### src/hdl/two_stack_queue_core_defines.svh
// Assertion macros shared by the queue RTL.
`ifndef TWO_STACK_QUEUE_CORE_DEFINES_SVH
`define TWO_STACK_QUEUE_CORE_DEFINES_SVH

`ifndef NO_ASSERTIONS

`define TSQ_ASSERT_IMP(lbl, clk, rst_n, ante, cons, msg) \
    lbl: assert property (@(posedge clk) disable iff (!rst_n) (ante) |-> (cons)) else $error(msg);

`define TSQ_ASSERT_NXT(lbl, clk, rst_n, ante, cons, msg) \
    lbl: assert property (@(posedge clk) disable iff (!rst_n) (ante) |=> (cons)) else $error(msg);

`else

`define TSQ_ASSERT_IMP(lbl, clk, rst_n, ante, cons, msg)

`define TSQ_ASSERT_NXT(lbl, clk, rst_n, ante, cons, msg)

`endif

`endif

### src/hdl/tsq_ram.sv
module tsq_ram #(
    parameter int WIDTH = 32,
    parameter int DEPTH = 128
) (
    input  logic                     i_clk,
    input  logic                     i_wr_en,
    input  logic [$clog2(DEPTH)-1:0] i_wr_addr,
    input  logic [WIDTH-1:0]         i_wr_data,
    input  logic                     i_rd_en,
    input  logic [$clog2(DEPTH)-1:0] i_rd_addr,
    output logic [WIDTH-1:0]         o_rd_data
);

    logic [WIDTH-1:0] r_mem [DEPTH];
    logic [WIDTH-1:0] r_rd_data;

    always_ff @(posedge i_clk) begin
        if (i_wr_en) begin
            r_mem[i_wr_addr] <= i_wr_data;
        end
        if (i_rd_en) begin
            r_rd_data <= r_mem[i_rd_addr];
        end
    end

    assign o_rd_data = r_rd_data;

endmodule

### config.mk
export PLATFORM = sky130hd
export DESIGN_NAME = tsq_ram
export DESIGN_NICKNAME = d
export VERILOG_FILES = /design/src/hdl/two_stack_queue_core_defines.svh /design/src/hdl/tsq_ram.sv
export SDC_FILE = /design/constraint.sdc
export NUM_CORES = 2
export LEC_CHECK = 0
export ABC_AREA = 1
export ABC_CLOCK_PERIOD_IN_PS = 7500
export BUFFER_PORTS_ARGS = -buffer_cell sky130_fd_sc_hd__buf_2
export CAP_MARGIN = 5
export CELL_PAD_IN_SITES_DETAIL_PLACEMENT = 0
export CELL_PAD_IN_SITES_GLOBAL_PLACEMENT = 2
export CORE_ASPECT_RATIO = 0.7
export CORE_UTILIZATION = 24
export CTS_CLUSTER_SIZE = 14
export DETAILED_ROUTE_END_ITERATION = 8
export PLACE_DENSITY = 0.57
export SYNTH_ARGS = -nofsm -noshare
export SYNTH_HDL_FRONTEND = slang
export SYNTH_SLANG_ARGS = --single-unit
### constraint.sdc
create_clock -name i_clk -period 7.5 [get_ports i_clk]
set_input_delay 0.375 -clock i_clk [delete_from_list [all_inputs] [get_ports i_clk]]
set_output_delay 0.375 -clock i_clk [all_outputs]
set_load 0.02 [all_outputs]
; After elaboration in Yosys (flattened, before gate mapping)
; Memories as Yosys holds them, arrays and structs flattened. A register that Yosys moved wholly into a read port is not among the register bits.
; Cells that the tools add are included.
[totals]
ff_bits = 0
mem_bits_rw = 4096
inputBits = 49
output_inout_bits = 32
elab_cells = 3
n_memories = 1
[op_classes]
n_mux = 2
[memory_table]
columns = name, depth, width, rd, rd_clocked_by_memory_dff, write_ports, line
row1 = r_mem, 128, 32, 1, 1, 1, tsq_ram.sv:14  ; logic [WIDTH-1:0] r_mem [DEPTH];
[ops]
columns = operator, n
row1 = 1-bit 2-to-1 mux, 2

; Depth between registers and ports, before layout
[depth]
ltp_word = 2
ltp_mapped = 13
depth_no_buf = 9

; Least setup slack after synthesis
; OpenSTA, ideal clock, no wires.
[synth_timing]
kind = input to register
from = in i_wr_en
to = mem r_mem[105][0], enable pin
setup_time_ns = 0.421
t_arrival_ns = 2.352
t_required_ns = 7.079
path_slack_ns = 4.727
cell_stages = 4
path_buffers = 2
path_cell_list = clkbuf_1 nand2_1 clkbuf_1 nor2_1
[synth_between]
elab_chain_cells = 2
[synth_lines]
columns = item, line
row1 = from (decl), tsq_ram.sv:6  ; input logic i_wr_en,
row2 = 1-bit 2-to-1 mux, tsq_ram.sv:18  ; if (i_wr_en) begin
row3 = 1-bit 2-to-1 mux (not written as such), tsq_ram.sv:19  ; r_mem[i_wr_addr] <= i_wr_data;
row4 = to (decl), tsq_ram.sv:14
; No other way between the ends.

==> impl_metrics.ini <==
[clock_tree]
clock_path_buffers = 4
cts.sinks = 4128
clock_latency_ns = 1.05
cts_inserted_buffers = 417
cts_root_buf = clkbuf_16
cts-resized-gates = 0
cts_tree = built
clk_pin_slew_worst_paths_ns = 0.06
htreeDepth = 5

[sta]
setup-tns-final_ns = 0
finalCritPeriodShare_pct = 54.2
relSlewSlack_pct = 14.6
worst_pin_slew_ns = 1.28
drv_slew = 0
rsz0062_at_grt = no
setup_viol = 0
final-hold-violation-count = 0
finClkSkew_ns = 0.0706
fmax_mhz = 246
fin_crit_ns = 4.06

[floorplan]
dieArea_um2 = 691000
die_y_um = 696
io_pins = 81
die_w_um = 993
rows = 254
core-area_um2 = 684000
start_util_pct = 24.1

[synthesis]
yosys_warnings = 0
synth_common_cells = nand2_1, edfxtp_1, nand3_1
synth_compound_area_share_pct = 0
synth_cell_type_count = 14
synth_area_um2 = 165000
ys_dominant_reg_cell = edfxtp_1
synth_simple_gate_area_share_pct = 22.0
synth_edf_count = 4128
synth_top_family_by_area = simple AND/OR/NAND/NOR gates
synth-async-reset-ratio_pct = 0
synth-xor-area-share_pct = 0
yosysTopAreaCell = edfxtp_1
synthCells = 13400
synthAdderAreaFrac_pct = 0
yosys_register_bits = 4128
synth_area_per_cell_um2 = 12.3
yosys.cell_count.top_type = nand2_1
synth_area_leaders = edfxtp_1, nand3_1, nand2_1
synth_top_area_share_pct = 75.1
syn-num-nets = 13400
synthMuxAreaShare_pct = 0
yosysSeqAreaShare_pct = 75.1

[worst_setup_path]
cp_max_fo = 157
crit_required_ns = 8.37
critPathKind = primary input to flop
critPathLaunch = i_rd_addr[0]
reg2reg_from = r_mem[89][29]
crit_arrival_ns = 4.93
startpoint_type = primary input
critPathCaptureType = flop
rrSetupSlack_ns = 4.70

[detailed_routing]
dr.pass1.iters = 6
avgRoutedWirePerCell_um = 27.2
drt_iter0_markers = 11800
via_count = 106000
drc = 0
routed_wl_mm = 620
via_per_inst = 4.66
ant_nets = 0

[placed_design]
place_congestion = 0.752
place_hpwl_mm = 328
port_buffers = 80
post_dp_cell_area_um2 = 176000

[grt]
antenna_found_initial = 64
grt_pass1_vias = 100000
grtUsageTotal_pct = 17.4
overflow = 0
grt_max_degree = 158
grt_first_pass_wirelength_mm = 855

[power]
total_power_mw = 49.6
p_sw_share_pct = 24.1
p_clk_share_pct = 41.9
power_frac_comb_pct = 6.6
p_leak_nw = 63.5
power_density_nw_per_um2 = 261
power.switching_mw = 12.0
seq_power_share_pct = 51.6
internal_power_mw = 37.6
ir_drop_v = 0.000183

[final_layout]
syn2layout_area_growth_pct = 15.1
drive_above_1_share_pct = 8.08
nNetsFinal = 13400
final_cell_area_um2 = 190000

[min_path]
holdCritPathClass = primary input to flop
hp-start = i_rd_en

[job]
cap_violations = 0

[run_status]
outcome = finished, final reports clean
sequential cells by signal, summed over array words and instances (netlist names):
signal / flops
r_mem: 4096
o_rd_data: 32
critical path: stages:
cell and delay (ns):
buf_12 0.16, inv_16 0.64, buf_12 0.44, buf_4 0.65, nand2_1 0.11, nand3_1 0.10, nand3_1 0.08, nand3_1 0.25
nand3_1 0.16, nand3_1 0.62, nand3_1 0.52, nand2_1 0.17
layout by cell type (no fill, tap or decap):
cell	netlist	routed
buf_12	0	44
buf_2	602	42
buf_4	86	287
buf_6	11	32
buf_8	1	3
bufinv_16	0	30
clkbuf_1	109	85
clkbuf_16	0	429
clkbuf_8	0	1
clkinv_1	0	117
clkinv_16	0	4
clkinv_2	0	77
clkinv_4	0	1
clkinv_8	0	3
clkinvlp_4	0	2
diode_2	0	25
dlygate4sd3_1	0	32
edfxtp_1	4128	4128
inv_1	20	18
inv_16	0	4
inv_6	0	7
inv_8	0	3
nand2_1	4151	4143
nand2_2	0	8
nand3_1	4035	4035
nor2_1	134	6
nor2_4	0	128
nor3_1	8	8
cell type report:
class | instances | area [µm²]
Antenna cell | 25 | 62.6
Clock buffer | 514 | 11100
Clock inverter | 242 | 2020
Fill cell | 70000 | 494000
Inverter | 24 | 144
Multi-Input combinational cell | 8328 | 37300
Sequential cell | 4128 | 124000
Tap cell | 9088 | 11400
Timing Repair Buffer | 441 | 3990
path summary, 6_finish.rpt:
path / endpoint / cells past startpoint
min: o_rd_data[20] / 2
min reg2reg: o_rd_data[24] / 8
max: o_rd_data[27] / 12
max reg2reg: o_rd_data[29] / 8
through the flow:
| step | cells | util [%] | hold slack (ns) | setup slack (ns) |
|---|---|---|---|---|
| floorplan | 13400 | - | 0.474 | 4.73 |
| global placement | 22000 | 25.8 | 0.773 | 2.52 |
| detailed placement | 22000 | 25.8 | 0.772 | 2.56 |
| CTS | 22800 | 27.7 | 0.0894 | 3.69 |
| global route | 22800 | 27.7 | 0.102 | 3.56 |
| finish | 22800 | 27.8 | 0.124 | 3.44 |
power groups by stage:
stage	Clock, mW	Combinational, mW	Sequential (mW)
global placement	0	3.26	26.1
finish	20.8	3.25	25.6
global route	22.1	3.49	25.6
floorplan	0	1.53	26.0
CTS	21.2	3.28	25.6
detailed placement	0	3.26	26.1
routing by layer:
layer	global-route usage, %	routed length (µm)	vias to the layer above
met3	2.50	35000	579
li1	-	-	48000
met5	0	27	-
met2	26.1	269000	2911
met1	26.8	307000	54800
met4	2.80	9980	4
what timing repair did:
item / CTS / global route
buffers inserted: 0 / 0
endpoints found under the hold margin: 1885 / 0
hold buffers: 32 / 0
endpoints found under the setup margin: 0 / 0
cell families after synthesis:
kind of cell / Yosys count
and+or+nand+nor: 8328
DFF: 4128
buffers and inverters: 933
Note: power is estimated with default switching activity, not from simulation.
